--- src/design/ata_pkg.sv ---
// ----------------------------------------------------------------------------
// ata_pkg: shared definitions for the ADC temperature averager
// Widths, constants, the controller state type and the command and status
// structures that pass between the controller and the datapath.
// ----------------------------------------------------------------------------
package ata_pkg;

  localparam int CODE_W       = 10;
  localparam int READING_W    = 16;
  localparam int TEMP_W       = 19;
  localparam int HIST_DEPTH   = 5;
  localparam int SUM_W        = READING_W + $clog2(HIST_DEPTH + 1);

  localparam int DIV_W        = 22;
  localparam int DIVISOR_W    = 10;
  localparam int DIV_STEPS    = DIV_W / 2;
  localparam int DIV_CNT_W    = $clog2(DIV_STEPS);

  localparam logic [DIV_W-1:0]  RECIP_NUM  = DIV_W'(2830 * 691);
  localparam logic [TEMP_W-1:0] KNEE_POINT = TEMP_W'(3000);

  // The knee slope 42/10 is applied as 21/5, which gives the same floor.
  localparam int KNEE_PROD_W  = 21;
  localparam logic [KNEE_PROD_W-1:0] KNEE_MUL = KNEE_PROD_W'(21);
  localparam logic [DIVISOR_W-1:0]   KNEE_DIV = DIVISOR_W'(5);

  typedef enum logic [3:0] {
    ST_IDLE,
    ST_REC_GO,
    ST_REC_RUN,
    ST_HIST,
    ST_AVG_GO,
    ST_AVG_RUN,
    ST_KNEE,
    ST_KNEE_GO,
    ST_KNEE_RUN,
    ST_KNEE_FIX,
    ST_OUTPUT
  } state_t;

  typedef enum logic [1:0] {
    DIV_RECIP,
    DIV_AVG,
    DIV_KNEE
  } div_op_t;

  typedef struct packed {
    logic    capture;
    logic    div_start;
    div_op_t div_op;
    logic    store_reading;
    logic    store_avg;
    logic    store_knee;
    logic    load_out;
  } ata_cmd_t;

  typedef struct packed {
    logic div_done;
    logic above_knee;
    logic out_free;
  } ata_sts_t;

endpackage

--- src/design/adc_temperature_averager.sv ---
// ----------------------------------------------------------------------------
// adc_temperature_averager: averaged temperature from sensor ADC codes
// Each item takes a reciprocal division, a history update and an averaging
// division, plus a knee correction when the average is at or above the knee.
// A new item is taken only once the last one is loaded into the output register;
// it makes up to three passes through the shared divider at two bits per cycle.
// Reset clears the controller, the output valid flag and the history.
// ----------------------------------------------------------------------------
module adc_temperature_averager (
  input  logic                          clk,
  input  logic                          rst,
  input  logic                          in_valid,
  output logic                          in_ready,
  input  logic [ata_pkg::CODE_W-1:0]    adc_code,
  output logic                          out_valid,
  input  logic                          out_ready,
  output logic [ata_pkg::TEMP_W-1:0]    temperature,
  output logic [ata_pkg::READING_W-1:0] latest_reading
);
  import ata_pkg::*;

  ata_cmd_t cmd;
  ata_sts_t sts;

  ata_ctrl u_ctrl (
    .clk      (clk),
    .rst      (rst),
    .in_valid (in_valid),
    .in_ready (in_ready),
    .cmd      (cmd),
    .sts      (sts)
  );

  ata_dp u_dp (
    .clk            (clk),
    .rst            (rst),
    .adc_code       (adc_code),
    .cmd            (cmd),
    .sts            (sts),
    .out_valid      (out_valid),
    .out_ready      (out_ready),
    .temperature    (temperature),
    .latest_reading (latest_reading)
  );

endmodule

--- src/design/ata_div.sv ---
// ----------------------------------------------------------------------------
// ata_div: iterative unsigned divider
// Restoring division, two quotient bits per cycle. The divisor is held from
// the start pulse; the quotient is valid in the cycle after done.
// ----------------------------------------------------------------------------
module ata_div (
  input  logic                          clk,
  input  logic                          rst,
  input  logic                          start,
  input  logic [ata_pkg::DIV_W-1:0]     dividend,
  input  logic [ata_pkg::DIVISOR_W-1:0] divisor,
  output logic                          done,
  output logic [ata_pkg::DIV_W-1:0]     quotient
);
  import ata_pkg::*;

  logic                 busy;
  logic [DIV_CNT_W-1:0] cnt;
  logic [DIVISOR_W-1:0] dsr;
  logic [DIVISOR_W-1:0] rem;
  logic [DIV_W-1:0]     acc;

  logic [DIVISOR_W:0]   trial_a, diff_a, trial_b, diff_b;
  logic [DIVISOR_W-1:0] rem_a, rem_next;
  logic                 q_a, q_b;

  always_comb begin
    trial_a  = {rem, acc[DIV_W-1]};
    diff_a   = trial_a - {1'b0, dsr};
    q_a      = (trial_a >= {1'b0, dsr});
    rem_a    = q_a ? diff_a[DIVISOR_W-1:0] : trial_a[DIVISOR_W-1:0];
    trial_b  = {rem_a, acc[DIV_W-2]};
    diff_b   = trial_b - {1'b0, dsr};
    q_b      = (trial_b >= {1'b0, dsr});
    rem_next = q_b ? diff_b[DIVISOR_W-1:0] : trial_b[DIVISOR_W-1:0];
  end

  assign done     = busy && (cnt == DIV_CNT_W'(DIV_STEPS - 1));
  assign quotient = acc;

  always_ff @(posedge clk) begin
    if (rst) begin
      busy <= 1'b0;
      cnt  <= '0;
    end else if (start) begin
      busy <= 1'b1;
      cnt  <= '0;
    end else if (busy) begin
      cnt <= cnt + DIV_CNT_W'(1);
      if (done) begin
        busy <= 1'b0;
      end
    end
  end

  always_ff @(posedge clk) begin
    if (start) begin
      dsr <= divisor;
      rem <= '0;
      acc <= dividend;
    end else if (busy) begin
      rem <= rem_next;
      acc <= {acc[DIV_W-3:0], q_a, q_b};
    end
  end

  a_no_restart: assert property (@(posedge clk) disable iff (rst) start |-> !busy)
    else $error("Divider started while a division was in progress.");

endmodule

--- src/design/ata_dp.sv ---
// ----------------------------------------------------------------------------
// ata_dp: datapath of the ADC temperature averager
// Holds the captured code, the reading history with its running sum, the
// shared divider, the averaged temperature and the output register.
// ----------------------------------------------------------------------------
module ata_dp (
  input  logic                          clk,
  input  logic                          rst,
  input  logic [ata_pkg::CODE_W-1:0]    adc_code,
  input  ata_pkg::ata_cmd_t             cmd,
  output ata_pkg::ata_sts_t             sts,
  output logic                          out_valid,
  input  logic                          out_ready,
  output logic [ata_pkg::TEMP_W-1:0]    temperature,
  output logic [ata_pkg::READING_W-1:0] latest_reading
);
  import ata_pkg::*;

  logic [CODE_W-1:0]      code_q;
  logic [READING_W-1:0]   hist [HIST_DEPTH];
  logic [SUM_W-1:0]       sum;
  logic [SUM_W-1:0]       hist_total;
  logic [TEMP_W-1:0]      avg_q;
  logic [READING_W-1:0]   excess;
  logic [KNEE_PROD_W-1:0] knee_prod;
  logic [DIV_W-1:0]       div_dividend;
  logic [DIVISOR_W-1:0]   div_divisor;
  logic                   div_done;
  logic [DIV_W-1:0]       quotient;

  always_comb begin
    excess    = READING_W'(avg_q - KNEE_POINT);
    knee_prod = KNEE_PROD_W'(excess) * KNEE_MUL;
    case (cmd.div_op)
      DIV_RECIP: begin
        div_dividend = RECIP_NUM;
        div_divisor  = (code_q == '0) ? DIVISOR_W'(1) : DIVISOR_W'(code_q);
      end
      DIV_AVG: begin
        div_dividend = DIV_W'(sum);
        div_divisor  = DIVISOR_W'(HIST_DEPTH);
      end
      DIV_KNEE: begin
        div_dividend = DIV_W'(knee_prod);
        div_divisor  = KNEE_DIV;
      end
      default: begin
        div_dividend = RECIP_NUM;
        div_divisor  = DIVISOR_W'(1);
      end
    endcase
  end

  ata_div u_div (
    .clk      (clk),
    .rst      (rst),
    .start    (cmd.div_start),
    .dividend (div_dividend),
    .divisor  (div_divisor),
    .done     (div_done),
    .quotient (quotient)
  );

  always_ff @(posedge clk) begin
    if (cmd.capture) begin
      code_q <= adc_code;
    end
  end

  // History and running sum: the sum always equals the total of the entries.
  always_ff @(posedge clk) begin
    if (rst) begin
      for (int i = 0; i < HIST_DEPTH; i++) begin
        hist[i] <= '0;
      end
      sum <= '0;
    end else if (cmd.store_reading) begin
      for (int i = 1; i < HIST_DEPTH; i++) begin
        hist[i] <= hist[i-1];
      end
      hist[0] <= quotient[READING_W-1:0];
      sum     <= sum + SUM_W'(quotient[READING_W-1:0]) - SUM_W'(hist[HIST_DEPTH-1]);
    end
  end

  always_ff @(posedge clk) begin
    if (cmd.store_avg) begin
      avg_q <= TEMP_W'(quotient);
    end else if (cmd.store_knee) begin
      avg_q <= KNEE_POINT + TEMP_W'(quotient);
    end
  end

  always_ff @(posedge clk) begin
    if (rst) begin
      out_valid <= 1'b0;
    end else if (cmd.load_out) begin
      out_valid <= 1'b1;
    end else if (out_ready) begin
      out_valid <= 1'b0;
    end
  end

  always_ff @(posedge clk) begin
    if (cmd.load_out) begin
      temperature    <= avg_q;
      latest_reading <= hist[0];
    end
  end

  always_comb begin
    hist_total = '0;
    for (int i = 0; i < HIST_DEPTH; i++) begin
      hist_total = hist_total + SUM_W'(hist[i]);
    end
  end

  assign sts.div_done   = div_done;
  assign sts.above_knee = (quotient >= DIV_W'(KNEE_POINT));
  assign sts.out_free   = !out_valid || out_ready;

  a_sum_tracks: assert property (@(posedge clk) disable iff (rst) sum == hist_total)
    else $error("Running sum differs from the total of the history.");

  a_out_slot: assert property (@(posedge clk) disable iff (rst)
    cmd.load_out |-> (!out_valid || out_ready))
    else $error("Output register loaded over an item not yet taken.");

  a_knee_range: assert property (@(posedge clk) disable iff (rst)
    cmd.store_knee |-> (avg_q >= KNEE_POINT))
    else $error("Knee correction applied to an average below the knee.");

endmodule

--- src/design/ata_ctrl.sv ---
// ----------------------------------------------------------------------------
// ata_ctrl: controller of the ADC temperature averager
// Sequences the reciprocal division, the history update, the averaging
// division, the optional knee correction and the output load.
// ----------------------------------------------------------------------------
module ata_ctrl (
  input  logic              clk,
  input  logic              rst,
  input  logic              in_valid,
  output logic              in_ready,
  output ata_pkg::ata_cmd_t cmd,
  input  ata_pkg::ata_sts_t sts
);
  import ata_pkg::*;

  state_t state, state_next;

  always_ff @(posedge clk) begin
    if (rst) begin
      state <= ST_IDLE;
    end else begin
      state <= state_next;
    end
  end

  always_comb begin
    state_next = state;
    cmd        = '0;
    in_ready   = 1'b0;
    case (state)
      ST_IDLE: begin
        in_ready    = 1'b1;
        cmd.capture = in_valid;
        if (in_valid) begin
          state_next = ST_REC_GO;
        end
      end
      ST_REC_GO: begin
        cmd.div_start = 1'b1;
        cmd.div_op    = DIV_RECIP;
        state_next    = ST_REC_RUN;
      end
      ST_REC_RUN: begin
        if (sts.div_done) begin
          state_next = ST_HIST;
        end
      end
      ST_HIST: begin
        cmd.store_reading = 1'b1;
        state_next        = ST_AVG_GO;
      end
      ST_AVG_GO: begin
        cmd.div_start = 1'b1;
        cmd.div_op    = DIV_AVG;
        state_next    = ST_AVG_RUN;
      end
      ST_AVG_RUN: begin
        if (sts.div_done) begin
          state_next = ST_KNEE;
        end
      end
      ST_KNEE: begin
        cmd.store_avg = 1'b1;
        state_next    = sts.above_knee ? ST_KNEE_GO : ST_OUTPUT;
      end
      ST_KNEE_GO: begin
        cmd.div_start = 1'b1;
        cmd.div_op    = DIV_KNEE;
        state_next    = ST_KNEE_RUN;
      end
      ST_KNEE_RUN: begin
        if (sts.div_done) begin
          state_next = ST_KNEE_FIX;
        end
      end
      ST_KNEE_FIX: begin
        cmd.store_knee = 1'b1;
        state_next     = ST_OUTPUT;
      end
      ST_OUTPUT: begin
        if (sts.out_free) begin
          cmd.load_out = 1'b1;
          state_next   = ST_IDLE;
        end
      end
      default: begin
        state_next = ST_IDLE;
      end
    endcase
  end

  a_done_in_run: assert property (@(posedge clk) disable iff (rst)
    sts.div_done |-> (state == ST_REC_RUN || state == ST_AVG_RUN || state == ST_KNEE_RUN))
    else $error("Divider finished outside a division wait state.");

endmodule
--- config.mk ---
export PLATFORM = sky130hd
export DESIGN_NAME = adc_temperature_averager
export DESIGN_NICKNAME = d
export VERILOG_FILES = /design/src/design/ata_pkg.sv /design/src/design/adc_temperature_averager.sv /design/src/design/ata_div.sv /design/src/design/ata_dp.sv /design/src/design/ata_ctrl.sv
export SDC_FILE = /design/constraint.sdc
export NUM_CORES = 1
export LEC_CHECK = 0
export ABC_AREA = 0
export BUFFER_PORTS_ARGS = -buffer_cell sky130_fd_sc_hd__buf_4
export CAP_MARGIN = 15
export CORE_MARGIN = 4
export CORE_UTILIZATION = 67
export DETAILED_ROUTE_END_ITERATION = 16
export HOLD_SLACK_MARGIN = 0.02
export PLACE_DENSITY = 0.86
export REMOVE_ABC_BUFFERS = 1
export SETUP_SLACK_MARGIN = 0.15
export SYNTH_ARGS = -nofsm -noshare
export SYNTH_HDL_FRONTEND = slang
export SYNTH_SLANG_ARGS = --single-unit
--- constraint.sdc ---
create_clock -name clk -period 11.73 [get_ports clk]
set_input_delay 0.5865 -clock clk [delete_from_list [all_inputs] [get_ports clk]]
set_output_delay 0.5865 -clock clk [all_outputs]
set_load 0.05 [all_outputs]
==> results.md, run 1 <==
* Top cell type's share of synthesized area at 42.3%
* Leading area contributor after synthesis: edfxtp_1
* Initial Utilization at 68.9%
* Fill cell count at 1,156
* Async SR Flop Fraction at 0%
* Layout area overhead at 11.3%
* Worst hold path class: input port to flip-flop
* DIE AREA at 20,900 sq um
* Met3 wire len at 1610 um
* Power density over the cells at 264 nW/um^2
* Pwr Total at 3.68 mW
* Hpwl dp at 18,000 um
* Final Cycle Share at 45.3%
* Sequential share of the synthesized area at 48.5%
* Vias in the first global route at 8,558
* GRT overflow at 0
* Die H at 145 um
* First-pass GRT wire length at 41,400 um
* Num CTS Buffers at 23
* Critical Path Fanout Max at 4
* H-Tree Depth at 1
* Max Clock Freq at 0.188 GHz
* Slew HR at 40.7%
* Share of layout cells above drive strength 1 at 10.6%
* Area of the multi-input gates at 5750 sq um
* Slew Viols, Final at 0
* WL/cell at 17.5 um
* Setup-failing EPs final at 0
* DRC errors left at 0
* Dominant synthesized flop cell: edfxtp_1
* Startpoint Class: flip-flop
* Synth top cells by count: 176 x edfxtp_1, 150 x inv_1, 98 x ha_1
* Post-synth cell types at 75
* Worst Path Required at 11.93 ns
* Initial antenna violation count at 0
* Register area at 6070 sq um
* Min Tclk post-route at 5.32 ns
* Nets at 1,347
* Syn avg cell area at 10.8 sq um
* Slew @ Worst Pin at 0.888 ns
* Die width at 145 um
* Outcome: finished clean
* CP Class: flip-flop to flip-flop
* RSZ-0062 raised after global routing: no
* IO Pins at 51
* Hold buffers post-CTS at 0
* TritonCTS clock tree: yes
* Final WL at 25,300 um
* VDD IR max at 0.141 mV
* Core region area at 18,100 sq um
* Mapped cell area at 12,500 sq um
* Yosys reg bits at 215
* Worst endpoint data arrival time at 5.52 ns
* Area contributors post-synth: edfxtp_1 42%, ha_1 9.8%, dfxtp_1 6.2%
* Mapped Cells at 1,159
* Routed via count at 8,621
* Root buffer cell: clkbuf_16
* CP endpoint kind: flip-flop
* Clock buffer depth at 3
* Top Layer Used: met4
* CTS resizes at 0
* Antenna Violating Nets Remaining at 0
* Port bufs at 50
* Post-synth EDFFs at 176
* Antenna Cells at 0
* Met1 WL at 11,300 um
* Met2 WL at 12,000 um
* Gpl congestion at 0.885
* Max-cap violation count at 0
* DR iter-0 viols at 670
* Pre-antenna DRT Iters at 5
* Pin count of the biggest net entering global routing at 69
* CTS sink cnt at 215
* Clock transition at the registers of the reported paths at 0.06 ns
* Pleak at 5.74 nW
* FP Rows at 49
* Ys Warns at 0
* Post-CTS Repair Setup Buffers at 0
* Clk_lat worst skew at 0.51 ns
* Gr usage total at 24.8%
* Worst Clk Skew at 0.0162 ns
* Most common cell in the netlist: edfxtp_1
* Setup TNS at 0 ns
* DR vias/cell at 5.94
* Fin. Hold Viols at 0
-- critical path, cell delays in order, from the launching register on --
cell and delay [ns]:
edfxtp_1 0.44, and3_1 0.23, o21ai_0 0.37, nor2_1 0.19
o21ai_0 0.31, xnor2_1 0.21, inv_1 0.10, ha_1 0.30
ha_1 0.27, inv_1 0.05, fa_1 0.50, inv_1 0.04
ha_1 0.34, o21ai_0 0.31, or3_1 0.19, and4bb_1 0.20
o31ai_1 0.34, a21boi_1 0.18, o22ai_1 0.17, xor2_1 0.18
a31oi_1 0.11
-- registers in the layout (all words and copies together) (netlist names) --
name                 flops
u_dp.u_div.dsr          10
u_dp.code_q             10
u_dp.u_div.quotient     22
u_dp.u_div.cnt           4
u_ctrl.state             4
u_dp.u_div.rem          10
u_dp.avg_q              19
u_dp.hist               80
u_dp.u_div.busy          1
u_dp.temperature        19
u_dp.sum                19
u_dp.out_valid           1
u_dp.latest_reading     16
-- cells in the final DEF (no fill, tap or decap), types with 21 or more instances in the layout --
master / count
edfxtp_1: 176
inv_1: 149
ha_1: 98
and2_1: 75
a21oi_1: 72
nand2_1: 63
nor2_1: 59
buf_4: 56
xnor2_1: 50
o21ai_0: 45
dfxtp_1: 39
nor3_1: 29
fa_1: 29
clkbuf_16: 23
xor2_1: 21
-- metal layers --
layer / vias up / GRT usage, %
met3: 49 / 3.47
met2: 311 / 41.3
met5: - / 0
met4: 0 / 5.69
met1: 4119 / 35.1
li1: 4142 / -
-- cell type report --
type                            count  share of cell area, %
Inverter                          151                   4.07
Timing Repair Buffer               58                   3.31
Sequential cell                   215                   43.6
Clock inverter                     14                   1.15
Clock buffer                       27                   4.46
Tap cell                          229                   2.06
Multi-Input combinational cell    757                   41.3
-- cells by family after synthesis --
kind of cell             synth area share (%)
AND/OR/NAND/NOR                          13.3
AO/OA/AOI/OAI                            11.8
flip-flops                               48.5
buffers and inverters                    5.65
adder cells (fa/ha/maj)                  14.4
XOR/XNOR                                 4.97
multiplexers                             1.30
-- metrics by stage --
step                      instance area, sq um  hold WS [ns]  cells  util [%]  worst slack, ns
after detailed placement                 13100         0.412   1408      72.1             6.51
after global routing                     13900         0.253   1451      76.7             6.05
final                                    13900         0.266   1451      76.7             6.41
after global placement                   13100         0.407   1408      72.1             6.81
after CTS                                13900         0.254   1449      76.4             6.47
after floorplan                          12400         0.400   1123         -             7.04
-- path summary, 6_finish.rpt --
| path | slack (ns) | startpoint | cells after the start | endpoint |
|---|---|---|---|---|
| setup / recovery | 6.41 | u_dp.avg_q[3]$_DFFE_PP_ | 20 | u_dp.u_div.quotient[20]$_DFFE_PP_ |
| hold / removal | 0.27 | adc_code[7] | 1 | u_dp.code_q[7]$_DFFE_PP_ |
| setup reg to reg | 6.41 | u_dp.avg_q[3]$_DFFE_PP_ | 20 | u_dp.u_div.quotient[20]$_DFFE_PP_ |
| hold reg to reg | 0.44 | u_dp.avg_q[17]$_DFFE_PP_ | 0 | u_dp.temperature[17]$_DFFE_PP_ |
-- power by group --
part | switching, mW | leakage, nW | internal, mW
sequential | 0.0995 | 2.03 | 1.02
clock | 0.305 | 0.371 | 0.429
combinational | 1.07 | 3.34 | 0.749
total | 1.48 | 5.74 | 2.20
Note: power is estimated with default switching activity, not from simulation.
==> run 2: changes to the inputs <==
- CORE_UTILIZATION: 67 -> 57
- PLACE_DENSITY: 0.86 -> 0.77
- clock period: 11.73 -> 4.8 ns (I/O delays scaled with it)
==> results.md, run 2 (same netlist as run 1, synthesis figures left out) <==
* Setup TNS at 0 ns (unchanged)
* GRT overflow at 0 (unchanged)
* Clk_lat worst skew at 0.53 ns (+0.02 ns)
* Pwr Total at 9.00 mW (+140%)
* Final Cycle Share at 95.0% (+50 points)
* Switching Share at 39.9% (-0.23 points)
* Routed via count at 8,519 (-1.2%)
* Core region area at 21,300 sq um (+17%)
* Fin area at 14,300 sq um (+3.1%)
* Die H at 156 um (+8.0%)
* Setup slack after layout at 0.239 ns (-6.17 ns)
* Startpoint Class: flip-flop
* Setup-failing EPs final at 0 (unchanged)
* DRC errors left at 0 (unchanged)
* Reg-to-reg slack, setup at 0.24 ns (-6.17 ns)
* Worst Path Required at 5.06 ns (-6.87 ns)
* Worst Clk Skew at 0.0150 ns (-0.00123 ns)
* Port bufs at 50 (unchanged)
* FP Rows at 53 (+8.2%)
* Antenna Cells at 0 (unchanged)
* CP endpoint kind: flip-flop
* Clock buffer depth at 3 (unchanged)
* Slew Viols, Final at 0 (unchanged)
* R2r startpoint: u_dp.avg_q[3]$_DFFE_PP_
* Gpl congestion at 0.893 (+0.93%)
* DP Area at 13,200 sq um (+0.81%)
* DR iter-0 viols at 514 (-23%)
* Pin count of the biggest net entering global routing at 81 (+17%)
* DIE AREA at 24,400 sq um (+17%)
* DR vias/cell at 5.60 (-5.8%)
* Vias in the first global route at 8,166 (-4.6%)
* RR Endpoint: u_dp.u_div.quotient[20]$_DFFE_PP_
* Root buffer cell: clkbuf_16
* Antenna Violating Nets Remaining at 0 (unchanged)
* Critical Path Fanout Max at 4 (unchanged)
* Critical path origin: u_dp.avg_q[3]$_DFFE_PP_
* Die width at 156 um (+8.0%)
* Share of layout cells above drive strength 1 at 13.0% (+2.4 points)
* Part of the power in the clock network at 20.0% (about the same)
* Clock transition at the registers of the reported paths at 0.06 ns (about the same)
* Reg2Reg Depth at 22 (+10%)
* Worst hold path class: input port to flip-flop
* Outcome: finished clean
* Net Sw Power at 3.59 mW (+140%)
* H-Tree Depth at 1 (unchanged)
* First-pass GRT wire length at 40,500 um (-2.4%)
* Hold path depth at 3 (+2)
* IO Pins at 51 (unchanged)
* CP Class: flip-flop to flip-flop
* Hpwl dp at 17,400 um (-3.7%)
* Slew HR at 30.2% (-11 points)
* Most frequent cells in the layout: 176 x edfxtp_1, 148 x inv_1, 94 x ha_1, 75 x and2_1, 70 x a21oi_1
* Setup slack after placement at -0.0109 ns (-6.52 ns)
* Layout area overhead at 14.7%
* WL/cell at 16.4 um (-6.1%)
* Most common cell after layout, fill and taps aside: edfxtp_1
* Pre-antenna DRT Iters at 5 (unchanged)
* RSZ-0062 raised after global routing: yes
* Fin. Hold Viols at 0 (unchanged)
* Final WL at 25,000 um (-1.5%)
* Num CTS Buffers at 24 (+4.3%)
* TritonCTS clock tree: yes
* Logic pwr share at 49.4% (about the same)
* Slew @ Worst Pin at 1.05 ns (+0.159 ns)
* Initial antenna violation count at 0 (unchanged)
* Gr usage total at 20.3% (-4.5 points)
* Initial Utilization at 58.7% (-10 points)
* Internal power at 5.41 mW (+150%)
* Max Clock Freq at 0.219 GHz (+17%)
* Nets at 1,371 (+1.8%)
* Largest register by flop count: u_dp.hist
* Max FFs per register at 80 (unchanged)
* Power share of the sequential group at 30.6% (about the same)
* Min Tclk post-route at 4.56 ns (-0.756 ns)
* Max-cap violation count at 0 (unchanged)
* Worst endpoint data arrival time at 4.82 ns (-0.70 ns)
* Pleak at 5.87 nW (+2.3%)
* Power density over the cells at 628 nW/um^2 (+140%)
* VDD IR max at 0.367 mV (+160%)
* Hold path endpoint: u_dp.out_valid$_SDFFE_PP0P_
* HP Start: out_ready
* CTS sink cnt at 215 (unchanged)
* Fill cell count at 1,539 (+33%)
==> run 2: cell types whose count changed in the layout (fill, tap and decap cells not counted), moves of 3 or more <==
cell	delta
buf_4	+12
ha_1	-4
o21ai_0	-3
dlygate4sd3_1	+10
xnor2_2	+3
ha_4	+4
clkbuf_8	-3
xnor2_1	-3
clkinv_1	+3
o21ai_2	+3
==> run 2: cell type report <==
class,count,area (sq um),area share [%]
flip-flops and latches,215,6070,42.3
multi-input cells,757,5910,41.2
repair buffers,81,669,4.67
clock buffers,26,608,4.24
inverters,151,567,3.95
well taps,275,344,2.40
clock inverters,17,179,1.25
==> run 2: timing repair <==
item / 4_1_cts / 5_1_grt
gates resized for setup: 6 / 23
hold buffers: 10 / 0
endpoints found under the setup margin: 2 / 7
setup buffers: 1 / 5
hold endpoints to repair: 10 / 0
pin swaps: 2 / 17
==> run 2: how the worst max path moves through the flow <==
stage	to	slack, ns	cells past startpoint
2_1_floorplan	u_dp.u_div.quotient[20]$_DFFE_PP_	0.11	22
3_3_place_gp	u_dp.u_div.quotient[20]$_DFFE_PP_	0.12	22
3_5_place_dp	u_dp.u_div.quotient[20]$_DFFE_PP_	-0.01	22
4_1_cts	u_dp.u_div.quotient[20]$_DFFE_PP_	0.16	22
5_1_grt	u_dp.u_div.quotient[20]$_DFFE_PP_	-0.008	22
6_report	u_dp.u_div.quotient[20]$_DFFE_PP_	0.24	22
==> run 2: worst max-delay path: stages, from the launching register on <==
cell and delay, ns:
edfxtp_1 0.46, ha_4 0.21, a21oi_4 0.16, nor2_4 0.05, a21oi_2 0.14, nor2b_1 0.07, nor2_1 0.13, xnor2_1 0.15
inv_1 0.09, ha_1 0.28, ha_1 0.27, inv_1 0.04, fa_1 0.50, inv_2 0.05, ha_4 0.29, o21ai_4 0.07
or3_4 0.33, and4bb_1 0.32, o31ai_2 0.08, a21boi_1 0.22, o22ai_1 0.13, xor2_1 0.17, a31oi_1 0.09
==> run 2: per-stage QoR <==
step                cells  utilization (%)  hold WS, ns
floorplan            1123                -        0.309
global placement     1460             62.0        0.402
detailed placement   1460             62.0        0.411
CTS                  1514             66.2       0.0335
global route         1522             67.4       0.0633
finish               1522             67.4       0.0497
==> run 2: power by group through the flow <==
stage / logic (mW) / registers [mW] / clock network (mW)
after floorplan: 3.43 / 2.70 / 0
after CTS: 4.39 / 2.75 / 1.84
after global placement: 4.24 / 2.77 / 0
final: 4.45 / 2.75 / 1.80
after detailed placement: 4.34 / 2.78 / 0
after global routing: 4.96 / 2.79 / 1.92
==> run 2: layer usage <==
layer	wire length (um)	part of all wire, %	up-vias	track usage, %
met3	1200	4.8	32	2.33
li1	-	-	4202	-
met5	0	0	-	0
met1	11900	48	4091	30.5
met2	11200	45	194	31.7
met4	660	2.6	0	5.58
